### config.mk
export PLATFORM = sky130hd
export DESIGN_NAME = trial_division_prime_test_top_flat
export DESIGN_NICKNAME = d
export VERILOG_FILES = /design/src/hdl/tdp_pkg.sv /design/src/hdl/tdp_if.sv /design/src/hdl/tdp_front.sv /design/src/hdl/tdp_queue.sv /design/src/hdl/tdp_back.sv /design/src/hdl/trial_division_prime_test_top.sv /design/src/flat_wrapper.sv
export SDC_FILE = /design/constraint.sdc
export NUM_CORES = 1
export LEC_CHECK = 0
export BUFFER_PORTS_ARGS = -buffer_cell sky130_fd_sc_hd__buf_2
export CAP_MARGIN = 20
export CORE_MARGIN = 4
export CORE_UTILIZATION = 58
export CTS_CLUSTER_SIZE = 25
export DETAILED_ROUTE_END_ITERATION = 10
export GPL_TIMING_DRIVEN = 0
export PLACE_DENSITY = 0.79
export SYNTH_ARGS = -nofsm -noshare
export SYNTH_HDL_FRONTEND = slang
export SYNTH_SLANG_ARGS = --single-unit
### constraint.sdc
create_clock -name clk -period 6.4 [get_ports clk]
set_clock_uncertainty 0.05 [all_clocks]
set_input_delay 0.32 -clock clk [delete_from_list [all_inputs] [get_ports clk]]
set_output_delay 0.32 -clock clk [all_outputs]
set_load 0.03 [all_outputs]
### src/hdl/tdp_pkg.sv
// Shared constants, types and state encodings for the trial division prime test.
package tdp_pkg;

  localparam int VALUE_WIDTH = 32;
  localparam int DIV_WIDTH = VALUE_WIDTH / 2 + 1;
  localparam int SQUARE_WIDTH = 2 * DIV_WIDTH;
  localparam int IDX_WIDTH = $clog2(VALUE_WIDTH);
  localparam int QUEUE_DEPTH = 2;
  localparam int QPTR_WIDTH = $clog2(QUEUE_DEPTH);
  localparam int QCNT_WIDTH = $clog2(QUEUE_DEPTH + 1);

  localparam logic [DIV_WIDTH-1:0] FIRST_DIVISOR = DIV_WIDTH'(2);

  typedef enum logic [1:0] {
    CLS_NOT_PRIME,
    CLS_PRIME,
    CLS_TEST
  } class_t;

  typedef enum logic [2:0] {
    ST_IDLE,
    ST_SQUARE,
    ST_BOUND,
    ST_DIVIDE,
    ST_DONE
  } state_t;

  typedef struct packed {
    logic [VALUE_WIDTH-1:0] value;
    logic                   last;
    class_t                 cls;
  } item_t;

endpackage

### src/hdl/tdp_if.sv
// Request and result channel interfaces of the trial division prime test.
interface tdp_req_if;
  logic                            valid;
  logic                            ready;
  logic [tdp_pkg::VALUE_WIDTH-1:0] candidate;
  logic                            last_in_range;

  modport source (output valid, output candidate, output last_in_range, input ready);
  modport sink (input valid, input candidate, input last_in_range, output ready);
endinterface

interface tdp_res_if;
  logic                            valid;
  logic                            ready;
  logic [tdp_pkg::VALUE_WIDTH-1:0] tested_value;
  logic                            is_prime;
  logic                            range_done;

  modport source (output valid, output tested_value, output is_prime, output range_done,
                  input ready);
  modport sink (input valid, input tested_value, input is_prime, input range_done,
                output ready);
endinterface

### src/hdl/tdp_front.sv
// Front stage: accepts requests and classifies each candidate before it is queued.
module tdp_front (
  input  logic           clk,
  input  logic           rst,
  tdp_req_if.sink        req,
  output tdp_pkg::item_t item,
  output logic           item_valid,
  input  logic           item_ready
);
  import tdp_pkg::*;

  class_t cls;

  always_comb begin
    if (req.candidate <= VALUE_WIDTH'(1)) begin
      cls = CLS_NOT_PRIME;
    end else if (req.candidate <= VALUE_WIDTH'(3)) begin
      cls = CLS_PRIME;
    end else if (!req.candidate[0]) begin
      cls = CLS_NOT_PRIME;
    end else begin
      cls = CLS_TEST;
    end
  end

  assign req.ready = !item_valid || item_ready;

  always_ff @(posedge clk) begin
    if (rst) begin
      item_valid <= 1'b0;
    end else if (req.ready) begin
      item_valid <= req.valid;
    end
  end

  always_ff @(posedge clk) begin
    if (req.valid && req.ready) begin
      item.value <= req.candidate;
      item.last  <= req.last_in_range;
      item.cls   <= cls;
    end
  end

endmodule

### src/hdl/tdp_queue.sv
// Short queue between the front stage and the divider engine.
module tdp_queue (
  input  logic           clk,
  input  logic           rst,
  input  tdp_pkg::item_t push_item,
  input  logic           push_valid,
  output logic           push_ready,
  output tdp_pkg::item_t pop_item,
  output logic           pop_valid,
  input  logic           pop_ready
);
  import tdp_pkg::*;

  item_t                 mem [QUEUE_DEPTH];
  logic [QPTR_WIDTH-1:0] wr_ptr;
  logic [QPTR_WIDTH-1:0] rd_ptr;
  logic [QCNT_WIDTH-1:0] count;
  logic                  push;
  logic                  pop;

  assign push_ready = count != QCNT_WIDTH'(QUEUE_DEPTH);
  assign pop_valid  = count != '0;
  assign push       = push_valid && push_ready;
  assign pop        = pop_valid && pop_ready;
  assign pop_item   = mem[rd_ptr];

  always_ff @(posedge clk) begin
    if (rst) begin
      wr_ptr <= '0;
      rd_ptr <= '0;
      count  <= '0;
    end else begin
      if (push) begin
        wr_ptr <= (wr_ptr == QPTR_WIDTH'(QUEUE_DEPTH - 1)) ? '0 : wr_ptr + 1'b1;
      end
      if (pop) begin
        rd_ptr <= (rd_ptr == QPTR_WIDTH'(QUEUE_DEPTH - 1)) ? '0 : rd_ptr + 1'b1;
      end
      if (push && !pop) begin
        count <= count + 1'b1;
      end else if (pop && !push) begin
        count <= count - 1'b1;
      end
    end
  end

  always_ff @(posedge clk) begin
    if (push) begin
      mem[wr_ptr] <= push_item;
    end
  end

endmodule

### src/hdl/tdp_back.sv
// Divider engine: tries each divisor with a bit-serial remainder and holds the result.
module tdp_back (
  input  logic           clk,
  input  logic           rst,
  input  tdp_pkg::item_t item,
  input  logic           item_valid,
  output logic           item_ready,
  tdp_res_if.source      res
);
  import tdp_pkg::*;

  state_t                  state;
  state_t                  state_next;
  logic [VALUE_WIDTH-1:0]  value;
  logic                    last;
  logic                    prime;
  logic [DIV_WIDTH-1:0]    divisor;
  logic [SQUARE_WIDTH-1:0] square;
  logic [DIV_WIDTH-1:0]    rem;
  logic [DIV_WIDTH-1:0]    rem_next;
  logic [DIV_WIDTH:0]      rem_shift;
  logic [IDX_WIDTH-1:0]    bit_idx;
  logic                    bound_exceeded;

  assign rem_shift      = {rem, value[bit_idx]};
  assign bound_exceeded = square > SQUARE_WIDTH'(value);

  always_comb begin
    if (rem_shift >= {1'b0, divisor}) begin
      rem_next = DIV_WIDTH'(rem_shift - {1'b0, divisor});
    end else begin
      rem_next = DIV_WIDTH'(rem_shift);
    end
  end

  always_comb begin
    state_next = state;
    unique case (state)
      ST_IDLE: begin
        if (item_valid) begin
          state_next = (item.cls == CLS_TEST) ? ST_SQUARE : ST_DONE;
        end
      end
      ST_SQUARE: state_next = ST_BOUND;
      ST_BOUND:  state_next = bound_exceeded ? ST_DONE : ST_DIVIDE;
      ST_DIVIDE: begin
        if (bit_idx == '0) begin
          state_next = (rem_next == '0) ? ST_DONE : ST_SQUARE;
        end
      end
      ST_DONE: begin
        if (res.ready) begin
          state_next = ST_IDLE;
        end
      end
      default:   state_next = ST_IDLE;
    endcase
  end

  always_comb begin
    item_ready = 1'b0;
    res.valid  = 1'b0;
    unique case (state)
      ST_IDLE: item_ready = 1'b1;
      ST_DONE: res.valid = 1'b1;
      default: begin
        item_ready = 1'b0;
        res.valid  = 1'b0;
      end
    endcase
  end

  assign res.tested_value = value;
  assign res.is_prime     = prime;
  assign res.range_done   = last;

  always_ff @(posedge clk) begin
    if (rst) begin
      state   <= ST_IDLE;
      divisor <= FIRST_DIVISOR;
    end else begin
      state <= state_next;
      if (state == ST_IDLE) begin
        divisor <= FIRST_DIVISOR;
      end else if (state == ST_DIVIDE && bit_idx == '0 && rem_next != '0) begin
        divisor <= divisor + 1'b1;
      end
    end
  end

  always_ff @(posedge clk) begin
    unique case (state)
      ST_IDLE: begin
        if (item_valid) begin
          value <= item.value;
          last  <= item.last;
          prime <= item.cls == CLS_PRIME;
        end
      end
      ST_SQUARE: square <= divisor * divisor;
      ST_BOUND: begin
        prime   <= 1'b1;
        rem     <= '0;
        bit_idx <= IDX_WIDTH'(VALUE_WIDTH - 1);
      end
      ST_DIVIDE: begin
        rem     <= rem_next;
        bit_idx <= bit_idx - 1'b1;
        if (bit_idx == '0 && rem_next == '0) begin
          prime <= 1'b0;
        end
      end
      default: begin
      end
    endcase
  end

endmodule

### src/hdl/trial_division_prime_test_top.sv
// Top level of the trial division prime test: front stage, queue and divider engine.
//
//   Channel  Dir  Fields                                 Handshake
//   req      in   candidate[31:0], last_in_range         valid/ready
//   res      out  tested_value[31:0], is_prime, range_done  valid/ready
//
// Zero, one, two, three and even candidates skip the divider loop and go straight to the result.
// An odd candidate n above three runs the SQUARE, BOUND and DIVIDE states for each divisor
// d tried with d*d <= n, DIVIDE forming the bit-serial remainder, and stops at the first exact divisor.
// Reset clears all control state; no clearing pass is needed.
// While a result waits on res.ready, the front stage and the queue keep taking up to three
// requests.
module trial_division_prime_test_top (
  input logic       clk,
  input logic       rst,
  tdp_req_if.sink   req,
  tdp_res_if.source res
);
  import tdp_pkg::*;

  item_t front_item;
  logic  front_valid;
  logic  front_ready;
  item_t queue_item;
  logic  queue_valid;
  logic  queue_ready;

  tdp_front u_front (
    .clk        (clk),
    .rst        (rst),
    .req        (req),
    .item       (front_item),
    .item_valid (front_valid),
    .item_ready (front_ready)
  );

  tdp_queue u_queue (
    .clk        (clk),
    .rst        (rst),
    .push_item  (front_item),
    .push_valid (front_valid),
    .push_ready (front_ready),
    .pop_item   (queue_item),
    .pop_valid  (queue_valid),
    .pop_ready  (queue_ready)
  );

  tdp_back u_back (
    .clk        (clk),
    .rst        (rst),
    .item       (queue_item),
    .item_valid (queue_valid),
    .item_ready (queue_ready),
    .res        (res)
  );

endmodule

### src/flat_wrapper.sv
// flat-port wrapper written by rule: the top's interface ports become plain ports
module trial_division_prime_test_top_flat import tdp_pkg::*;
  (clk, rst, req_valid, req_candidate, req_last_in_range, req_ready, res_valid, res_tested_value, res_is_prime, res_range_done, res_ready);
  tdp_req_if req_i ();
  tdp_res_if res_i ();
  input logic clk;
  input logic rst;
  input wire logic [$bits(req_i.valid)-1:0] req_valid;
  input wire logic [$bits(req_i.candidate)-1:0] req_candidate;
  input wire logic [$bits(req_i.last_in_range)-1:0] req_last_in_range;
  output wire logic [$bits(req_i.ready)-1:0] req_ready;
  output wire logic [$bits(res_i.valid)-1:0] res_valid;
  output wire logic [$bits(res_i.tested_value)-1:0] res_tested_value;
  output wire logic [$bits(res_i.is_prime)-1:0] res_is_prime;
  output wire logic [$bits(res_i.range_done)-1:0] res_range_done;
  input wire logic [$bits(res_i.ready)-1:0] res_ready;
  assign req_i.valid = req_valid;
  assign req_i.candidate = req_candidate;
  assign req_i.last_in_range = req_last_in_range;
  assign req_ready = req_i.ready;
  assign res_valid = res_i.valid;
  assign res_tested_value = res_i.tested_value;
  assign res_is_prime = res_i.is_prime;
  assign res_range_done = res_i.range_done;
  assign res_i.ready = res_ready;
  trial_division_prime_test_top u_core (.clk(clk), .rst(rst), .req(req_i), .res(res_i));
endmodule
==> results by group, run 1 <==
Die
  • Area of the die: 0.0341 mm²
  • Effective utilization at floorplan: 0.590
  • Boundary pin count: 73
  • Die boundary height: 185 µm
  • Horizontal extent of the die: roughly 180 µm
  • Row count: 64
  • Placeable Area: a little over 0.03 mm²

Setup path
  • Slowest CP cell: sky130_fd_sc_hd__fa_1
  • Reg2Reg Depth: 20
  • Worst setup SP type: flip-flop
  • Worst-path maximum fanout: 10
  • Crit path arrival time: 6.58 ns
  • Most repeated library cell on the critical path: sky130_fd_sc_hd__fa_1
  • Endpoint type of the worst setup path: flip-flop
  • Critical path type: flip-flop to flip-flop
  • Cell family with the largest share of critical-path delay: adder cells
  • Series of cell instances along the critical path: clkinv_2 > nor2_2 > fa_1 > fa_1 > fa_1 > fa_1 > fa_1 > inv_1 > fa_1 > inv_1 > ha_4 > a211oi_4 > nand2b_1 > a211oi_2 > a21oi_2 > a21o_1 > a21oi_2 > o21bai_1 > a21oi_2 > xnor2_2
  • Delay contributed by the slowest stage of the critical path: 0.55 ns
  • Worst endpoint required time: between 6 and 7 ns
  • Worst path depth: 20
  • Combined buffer and inverter count along the critical path: 3

Synth
  • Net count after synthesis: around 2000
  • Sequential share of the synthesized area: 0.351
  • Flop and latch count out of synthesis: 220
  • Post-Synthesis Cells: ~1700
  • Post-synthesis average cell area: ~11 µm²
  • Distinct cell type count of the synthesized netlist: between 80 and 90
  • Primary flip-flop cell chosen by synthesis mapping: sky130_fd_sc_hd__edfxtp_1
  • Library cell occupying the most area in the post-synthesis netlist: sky130_fd_sc_hd__edfxtp_1
  • Number of enable flip-flop cells after synthesis: about 190
  • Proportion of synthesized flip-flops having asynchronous set or reset: 0
  • Yosys warning total: 0
  • Largest cells by area after synthesis: sky130_fd_sc_hd__edfxtp_1 32%, sky130_fd_sc_hd__fa_1 21%, sky130_fd_sc_hd__ha_1 11%
  • Area share of the largest cell type after synthesis: 0.322
  • Netlist area before placement: 0.0181 mm²

Run status
  • Run status: complete, but fails checks
  • Violations in the final reports: setup timing

Route
  • Routed wire length per instance: between 20 and 25 µm
  • Post-detailed-route DRC marker count: 0
  • Number of DRC markers after the initial detailed-route iteration: roughly 1200
  • Number of vias per cell after detailed routing: between 5 and 6
  • Post-detailed-route count of antenna-violating nets: 0
  • Total number of vias: ~13000
  • Count of TritonRoute iterations in the first routing pass: 7
  • Overall routed net length: 48100 µm

Finish
  • Post-layout util: 0.690
  • Synth-to-layout area growth: 17.0%
  • Final Net Count: roughly 2200
  • Total inserted antenna cells: 0
  • Share of layout cells above drive strength 1: 0.193
  • Leading cell type in the layout, fill and taps excluded: sky130_fd_sc_hd__inv_1
  • Commonest cells after routing, fill and taps aside: 300 x sky130_fd_sc_hd__inv_1, 194 x sky130_fd_sc_hd__edfxtp_1, 186 x sky130_fd_sc_hd__fa_1, 144 x sky130_fd_sc_hd__ha_1, 124 x sky130_fd_sc_hd__nand2_1

Global routing
  • Total global routing track utilization: 0.283
  • Antenna violations before repair: 0
  • Total congestion overflow after global routing: 0
  • Wire length of the first global-routing pass: approximately 76000 µm
  • Largest net degree at the start of global routing: 36
  • Number of global-route vias before repair: between 10000 and 15000

STA
  • Final hold vios: 0
  • Worst-Margin Slew: around 1.0 ns
  • Hold Worst Slack: slightly below 0.05 ns
  • Upper clock frequency limit: between 0.15 and 0.2 GHz
  • Setup slack of the critical path after layout: -0.000492 ns
  • Post-route minimum period: around 6.4 ns
  • RSZ-0062 raised after global routing: true
  • Number of slew-limit violations in the final report: 0
  • Part of the cycle the worst path needs: 1.00
  • Worst rel slew slack: 0.309
  • Count of endpoints failing setup in the final report: 1

Clock tree
  • Clk buf depth: 3
  • Clock Root Buffer: sky130_fd_sc_hd__clkbuf_16
  • CTS H-Tree Depth: 1
  • Clock tree sinks: 220
  • Number of buffers inserted during clock tree synthesis: 22
  • Clock tree from TritonCTS: built
  • Clock latency at the later pin of the worst-skew pair: roughly 0.52 ns
  • CTS clk-pin slew, worst paths: about 0.06 ns

Power
  • Leakage power summed over all cells: between 9 and 10 nW
  • Power density of the placed cells: 205 mW/mm²
  • Highest ir drop seen on vdd: 0.398 mV

Flow run
  • Max-cap violations: 0

Min path
  • Hold-critical path depth: 3
  • Worst hold path class: input port to flip-flop

Placement
  • HPWL after detailed placement: between 30000 and 40000 µm
  • Placer Congestion: a little over 0.9
  • Number of input and output port buffers inserted: 72
==> worst paths after layout <==
path | from | endpoint | slack [ns]
worst max-delay path | u_core.u_back.divisor[8] | u_core.u_back.square[24] | -0.0005
worst min-delay path | req_valid | u_core.u_front.item_valid | 0.05
worst max register to register | u_core.u_back.divisor[8] | u_core.u_back.square[24] | -0.0005
worst min register to register | u_core.u_front.item[33] | u_core.u_queue.mem[1][33] | 0.38
==> cells in the mapped netlist (8+ instances only) <==
| master | count |
|---|---|
| sky130_fd_sc_hd__ha_1 | 158 |
| sky130_fd_sc_hd__nand4_1 | 14 |
| sky130_fd_sc_hd__nor2_1 | 131 |
| sky130_fd_sc_hd__nor2b_1 | 8 |
| sky130_fd_sc_hd__xor2_1 | 10 |
| sky130_fd_sc_hd__nand2_1 | 131 |
| sky130_fd_sc_hd__nor4_1 | 12 |
| sky130_fd_sc_hd__clkbuf_1 | 37 |
| sky130_fd_sc_hd__nand3_1 | 21 |
| sky130_fd_sc_hd__xnor2_1 | 39 |
| sky130_fd_sc_hd__and3_1 | 10 |
| sky130_fd_sc_hd__fa_1 | 193 |
| sky130_fd_sc_hd__mux2_2 | 34 |
| sky130_fd_sc_hd__a211oi_1 | 10 |
| sky130_fd_sc_hd__a21o_1 | 32 |
| sky130_fd_sc_hd__edfxtp_1 | 194 |
| sky130_fd_sc_hd__clkinv_1 | 8 |
| sky130_fd_sc_hd__a31oi_1 | 14 |
| sky130_fd_sc_hd__nand2b_1 | 9 |
| sky130_fd_sc_hd__o21a_1 | 16 |
| sky130_fd_sc_hd__dfxtp_1 | 26 |
| sky130_fd_sc_hd__nor3_1 | 14 |
| sky130_fd_sc_hd__a21oi_1 | 61 |
| sky130_fd_sc_hd__o21ai_0 | 39 |
| sky130_fd_sc_hd__inv_1 | 312 |
| sky130_fd_sc_hd__mux4_2 | 9 |
==> worst reg2reg max path, delay by kind of cell (launching register included) <==
family / cells / cell delay (ns)
xor gates and xnor gates: 1 / 0.12
and+or+nand+nor: 2 / 0.43
DFF: 1 / 0.38
AOI/OAI and AO/OA: 7 / 1.34
adders and majority gates: 7 / 3.41
buffers and inverters: 3 / 0.39
==> final cells by class <==
cell class                      instances  area, µm²
Clock inverter                          7       50.0
Multi-Input combinational cell       1073      10800
Tap cell                              396        495
Fill cell                            2093       9520
Sequential cell                       220       6400
Inverter                              323       1270
Clock buffer                           32        619
Buffer                                 41        400
Timing Repair Buffer                  153       1160
==> routing by layer <==
metal,routed length [µm],track usage,up-vias
li1,-,-,5908
met1,17700,0.350,6649
met3,3570,0.0424,182
met4,2240,0.108,0
met5,0,0,-
met2,24600,0.504,672
==> repair_timing <==
item | CTS | global route
endpoints found under the hold margin | 33 | 0
gates resized for setup | 134 | 88
hold buffers | 33 | 0
setup buffers | 24 | 19
setup endpoints to repair | 19 | 9
pin swaps | 13 | 30
==> cell families after synthesis <==
group                    count (synthesis)  share of synthesized area
buffers and inverters                  369                     0.0778
XOR/XNOR                                49                     0.0237
adder cells (fa/ha/maj)                351                      0.323
AO/OA/AOI/OAI                          230                     0.0864
flip-flops                             220                      0.351
multiplexers                            47                     0.0357
AND/OR/NAND/NOR                        396                      0.102
==> state kept, by name, summed over array words and instances, names as in the netlist, 2 cells and up, named ones only <==
name	count
u_core.u_queue.count	2
u_core.u_back.divisor	17
u_core.u_front.item	35
u_core.u_back.bit_idx	5
u_core.u_back.res.tested_value	32
u_core.u_back.rem	17
u_core.u_back.state	3
u_core.u_queue.mem	70
u_core.u_back.square	33
==> report_power, final <==
part	switching (W)	leakage [nW]	internal (W)	total, W
Combinational	0.000716	7.26	0.000420	0.00114
Clock	0.000542	0.321	0.000675	0.00122
Sequential	0.000155	2.02	0.00182	0.00198
Total	0.00141	9.60	0.00292	0.00433
==> stage by stage <==
step	cell area, µm²	instances	setup slack (ns)	total power, W	setup TNS [ns]
after floorplan	18100	1662	0.00330	0.00268	0
after CTS	20700	2226	0.0294	0.00430	0
after global placement	18900	2130	-1.46	0.00300	-13.32
after detailed placement	19100	2135	-1.52	0.00309	-13.73
final	21200	2245	-0.000492	0.00433	-0.000492
after global routing	21200	2245	-0.134	0.00451	-0.370
Power figures use the tool's default switching activity.
==> run 2, diff against run 1 <==
Settings changed: CELL_PAD_IN_SITES_DETAIL_PLACEMENT from default to 0, CELL_PAD_IN_SITES_GLOBAL_PLACEMENT from default to 1, CORE_UTILIZATION 58 to 46, PLACE_DENSITY 0.79 to default, PLACE_DENSITY_LB_ADDON from default to 0.1.
==> run 2 against run 1 <==
  * The run now ends clean
  * Global-route usage shrank 6.0 points
  * Worst hold slack improved by 0.083 ns
  * Die area is 25% higher
  * Via count decreased by 6.2%
  * Power grew 2.8%
  * First-iteration DRC count decreased by 50%
  * Sequential share of layout area fell by 0.29 points
  * Routed wire length decreased by 4.0%
  * Register-to-register slack better by 0.04 ns
  * Non-clock buffer count grew 2
  * Critical endpoint is now u_core.u_back.square[32]
==> results by group, run 2 (synthesized netlist as in run 1, its figures left out) <==
Run status
  • Run status: finished, final reports clean

Finish
  • Biggest regs: u_core.u_queue.mem (70), u_core.u_front.item (35), u_core.u_back.square (33)
  • Max FFs per register: 70
  • Leading cell type in the layout, fill and taps excluded: sky130_fd_sc_hd__inv_1
  • Final Instance Count excl. Fillers: approximately 2400
  • Synth-to-layout area growth: 18.1%
  • Final Net Count: 2226
  • Register ranked first by flip-flop count: u_core.u_queue.mem
  • # fillers: between 3000 and 4000
  • Multi-input gate area: 0.0106 mm²
  • Share of layout cells above drive strength 1: 0.186
  • Total inserted antenna cells: 0
  • Sequential cell area in the final layout: 0.00640 mm²
  • Commonest cells after routing, fill and taps aside: 305 x sky130_fd_sc_hd__inv_1, 194 x sky130_fd_sc_hd__edfxtp_1, 187 x sky130_fd_sc_hd__fa_1, 145 x sky130_fd_sc_hd__ha_1, 128 x sky130_fd_sc_hd__nand2_1

STA
  • Final hold vios: 0
  • Count of endpoints failing setup in the final report: 0
  • RSZ-0062 raised after global routing: true
  • Part of the cycle the worst path needs: 0.994
  • Upper clock frequency limit: 0.157 GHz
  • Hold Worst Slack: between 0.1 and 0.15 ns
  • Number of slew-limit violations in the final report: 0
  • Worst rel slew slack: 0.377
  • Worst-Margin Slew: between 0.9 and 1 ns
  • Post-route minimum period: 6.36 ns

Min path
  • Worst hold path class: input port to flip-flop

Power
  • Internal power consumption: approximately 0.0030 W
  • Net load switching power: between 0.001 and 0.0015 W
  • Clock share of power: 0.310
  • Switching part of the total power: 0.321
  • Highest ir drop seen on vdd: between 0.3 and 0.4 mV
  • Power density of the placed cells: roughly 210 mW/mm²
  • Leakage power summed over all cells: just under 10 nW
  • Seq pwr share: 0.442
  • Part of the power in combinational logic: 0.248

Route
  • Routed wire length per instance: between 15 and 20 µm
  • Post-detailed-route DRC marker count: 0
  • Count of TritonRoute iterations in the first routing pass: 5
  • Post-detailed-route count of antenna-violating nets: 0
  • Number of vias per cell after detailed routing: between 5 and 6
  • Number of DRC markers after the initial detailed-route iteration: slightly below 600
  • Total number of vias: between 10000 and 15000
  • Overall routed net length: about 46000 µm

Clock tree
  • Clock tree sinks: 220
  • Clk buf depth: 3
  • Clock Root Buffer: sky130_fd_sc_hd__clkbuf_16
  • Number of buffers inserted during clock tree synthesis: 24
  • Clock latency at the later pin of the worst-skew pair: 0.54 ns
  • CTS H-Tree Depth: 1
  • CTS clk-pin slew, worst paths: around 0.06 ns
  • Clock tree from TritonCTS: built

Die
  • Die boundary height: slightly above 200 µm
  • Placeable Area: 0.0387 mm²
  • Area of the die: 0.0425 mm²
  • Horizontal extent of the die: 206 µm
  • Row count: 72
  • Effective utilization at floorplan: 0.467
  • Boundary pin count: 73

Setup path
  • Most repeated library cell on the critical path: sky130_fd_sc_hd__fa_1
  • Series of cell instances along the critical path: clkbuf_8 > inv_12 > nor2_4 > inv_1 > fa_1 > inv_1 > fa_2 > fa_1 > inv_1 > fa_1 > fa_1 > fa_1 > inv_2 > ha_4 > and4_4 > and2_1 > o211ai_1 > a211oi_4 > nor2_2 > o311a_1 > nor2_2 > o21ai_1 > nor2b_2 > xnor2_1
  • Worst setup SP type: flip-flop
  • Critical path type: flip-flop to flip-flop
  • Cell family with the largest share of critical-path delay: adder cells
  • Crit path arrival time: around 6.6 ns
  • Endpoint type of the worst setup path: flip-flop
  • Combined buffer and inverter count along the critical path: 6
  • Slowest CP cell: sky130_fd_sc_hd__fa_1
  • Worst-path maximum fanout: 11
  • Delay contributed by the slowest stage of the critical path: roughly 0.55 ns
  • Worst endpoint required time: approximately 6.6 ns

Global routing
  • Wire length of the first global-routing pass: approximately 74000 µm
  • Total global routing track utilization: 0.223
  • Total congestion overflow after global routing: 0
  • Number of global-route vias before repair: approximately 13000
  • Largest net degree at the start of global routing: 36
  • Antenna violations before repair: 0

Placement
  • HPWL after detailed placement: 36100 µm
  • Placer Congestion: 0.859
  • Cell count after placement: between 2000 and 2500
  • Number of input and output port buffers inserted: 72

Flow run
  • Max-cap violations: 0
## run 2: changes by cell type in the layout (fill, tap and decap cells not counted), moves of 4 or more
cell | before | now
sky130_fd_sc_hd__nor2_4 | 13 | 5
sky130_fd_sc_hd__nor2_1 | 108 | 113
sky130_fd_sc_hd__a21oi_1 | 55 | 59
sky130_fd_sc_hd__inv_2 | 8 | 2
sky130_fd_sc_hd__clkbuf_16 | 28 | 33
sky130_fd_sc_hd__nand2_1 | 124 | 128
sky130_fd_sc_hd__clkbuf_1 | 24 | 19
sky130_fd_sc_hd__a21oi_2 | 8 | 4
sky130_fd_sc_hd__inv_1 | 300 | 305
sky130_fd_sc_hd__clkinv_4 | 1 | 6
## run 2: worst reg2reg max path: stages (launching register included)
cell                       delay, ns
sky130_fd_sc_hd__dfxtp_2        0.34
sky130_fd_sc_hd__clkbuf_8       0.17
sky130_fd_sc_hd__inv_12         0.07
sky130_fd_sc_hd__nor2_4         0.13
sky130_fd_sc_hd__inv_1          0.07
sky130_fd_sc_hd__fa_1           0.53
sky130_fd_sc_hd__inv_1          0.06
sky130_fd_sc_hd__fa_2           0.36
sky130_fd_sc_hd__fa_1           0.54
sky130_fd_sc_hd__inv_1          0.06
sky130_fd_sc_hd__fa_1           0.55
sky130_fd_sc_hd__fa_1           0.45
sky130_fd_sc_hd__fa_1           0.55
sky130_fd_sc_hd__inv_2          0.06
sky130_fd_sc_hd__ha_4           0.28
sky130_fd_sc_hd__and4_4         0.22
sky130_fd_sc_hd__and2_1         0.12
sky130_fd_sc_hd__o211ai_1       0.22
sky130_fd_sc_hd__a211oi_4       0.41
sky130_fd_sc_hd__nor2_2         0.08
sky130_fd_sc_hd__o311a_1        0.32
sky130_fd_sc_hd__nor2_2         0.11
sky130_fd_sc_hd__o21ai_1        0.06
sky130_fd_sc_hd__nor2b_2        0.15
sky130_fd_sc_hd__xnor2_1        0.14
## run 2: cell type report
| cell class | instances | area share |
|---|---|---|
| Buffer | 42 | 0.0201 |
| Multi-Input combinational cell | 1073 | 0.498 |
| Tap cell | 518 | 0.0303 |
| Sequential cell | 220 | 0.299 |
| Clock inverter | 17 | 0.00908 |
| Timing Repair Buffer | 154 | 0.0542 |
| Clock buffer | 26 | 0.0285 |
| Inverter | 323 | 0.0599 |
## run 2: what timing repair did
| action | CTS | global route |
|---|---|---|
| hold buffers | 34 | 0 |
| pin swaps | 29 | 15 |
| gates resized for setup | 161 | 29 |
| endpoints found under the setup margin | 20 | 9 |
| buffers inserted | 40 | 3 |
| hold endpoints to repair | 35 | 0 |
## run 2: power by group through the flow
stage / logic [W] / clock network [W] / registers (W)
floorplan: 0.000574 / 0 / 0.00211
global route: 0.00121 / 0.00147 / 0.00199
detailed placement: 0.00109 / 0 / 0.00200
global placement: 0.00103 / 0 / 0.00201
CTS: 0.00111 / 0.00142 / 0.00197
finish: 0.00110 / 0.00138 / 0.00197
## run 2: through the flow
step	cell area, µm²	util	power, W	TNS (ns)	setup slack, ns
finish	21400	0.551	0.00445	0	0.0391
CTS	21200	0.548	0.00450	-0.000159	-0.000159
global route	21400	0.551	0.00467	-0.665	-0.215
global placement	19100	0.493	0.00304	-21.18	-1.92
floorplan	18100	-	0.00268	0	0.00330
detailed placement	19200	0.495	0.00309	-20.57	-1.88
## run 2: metal layers
metal	global-route usage	vias up	part of all wire	routed length [µm]
met2	0.385	280	0.49	22800
met5	0	-	0	0
met1	0.296	6301	0.43	20000
li1	-	5919	-	-
met3	0.0267	83	0.041	1910
met4	0.0727	0	0.034	1550
## run 2: worst paths after layout
path / from / end / slack (ns) / depth (start not counted)
hold / removal: res_ready / u_core.u_back.state[2] / 0.13 / 3
setup reg to reg: u_core.u_back.divisor[3] / u_core.u_back.square[32] / 0.04 / 24
hold reg to reg: u_core.u_front.item[9] / u_core.u_queue.mem[0][9] / 0.40 / 0
setup / recovery: u_core.u_back.divisor[3] / u_core.u_back.square[32] / 0.04 / 24
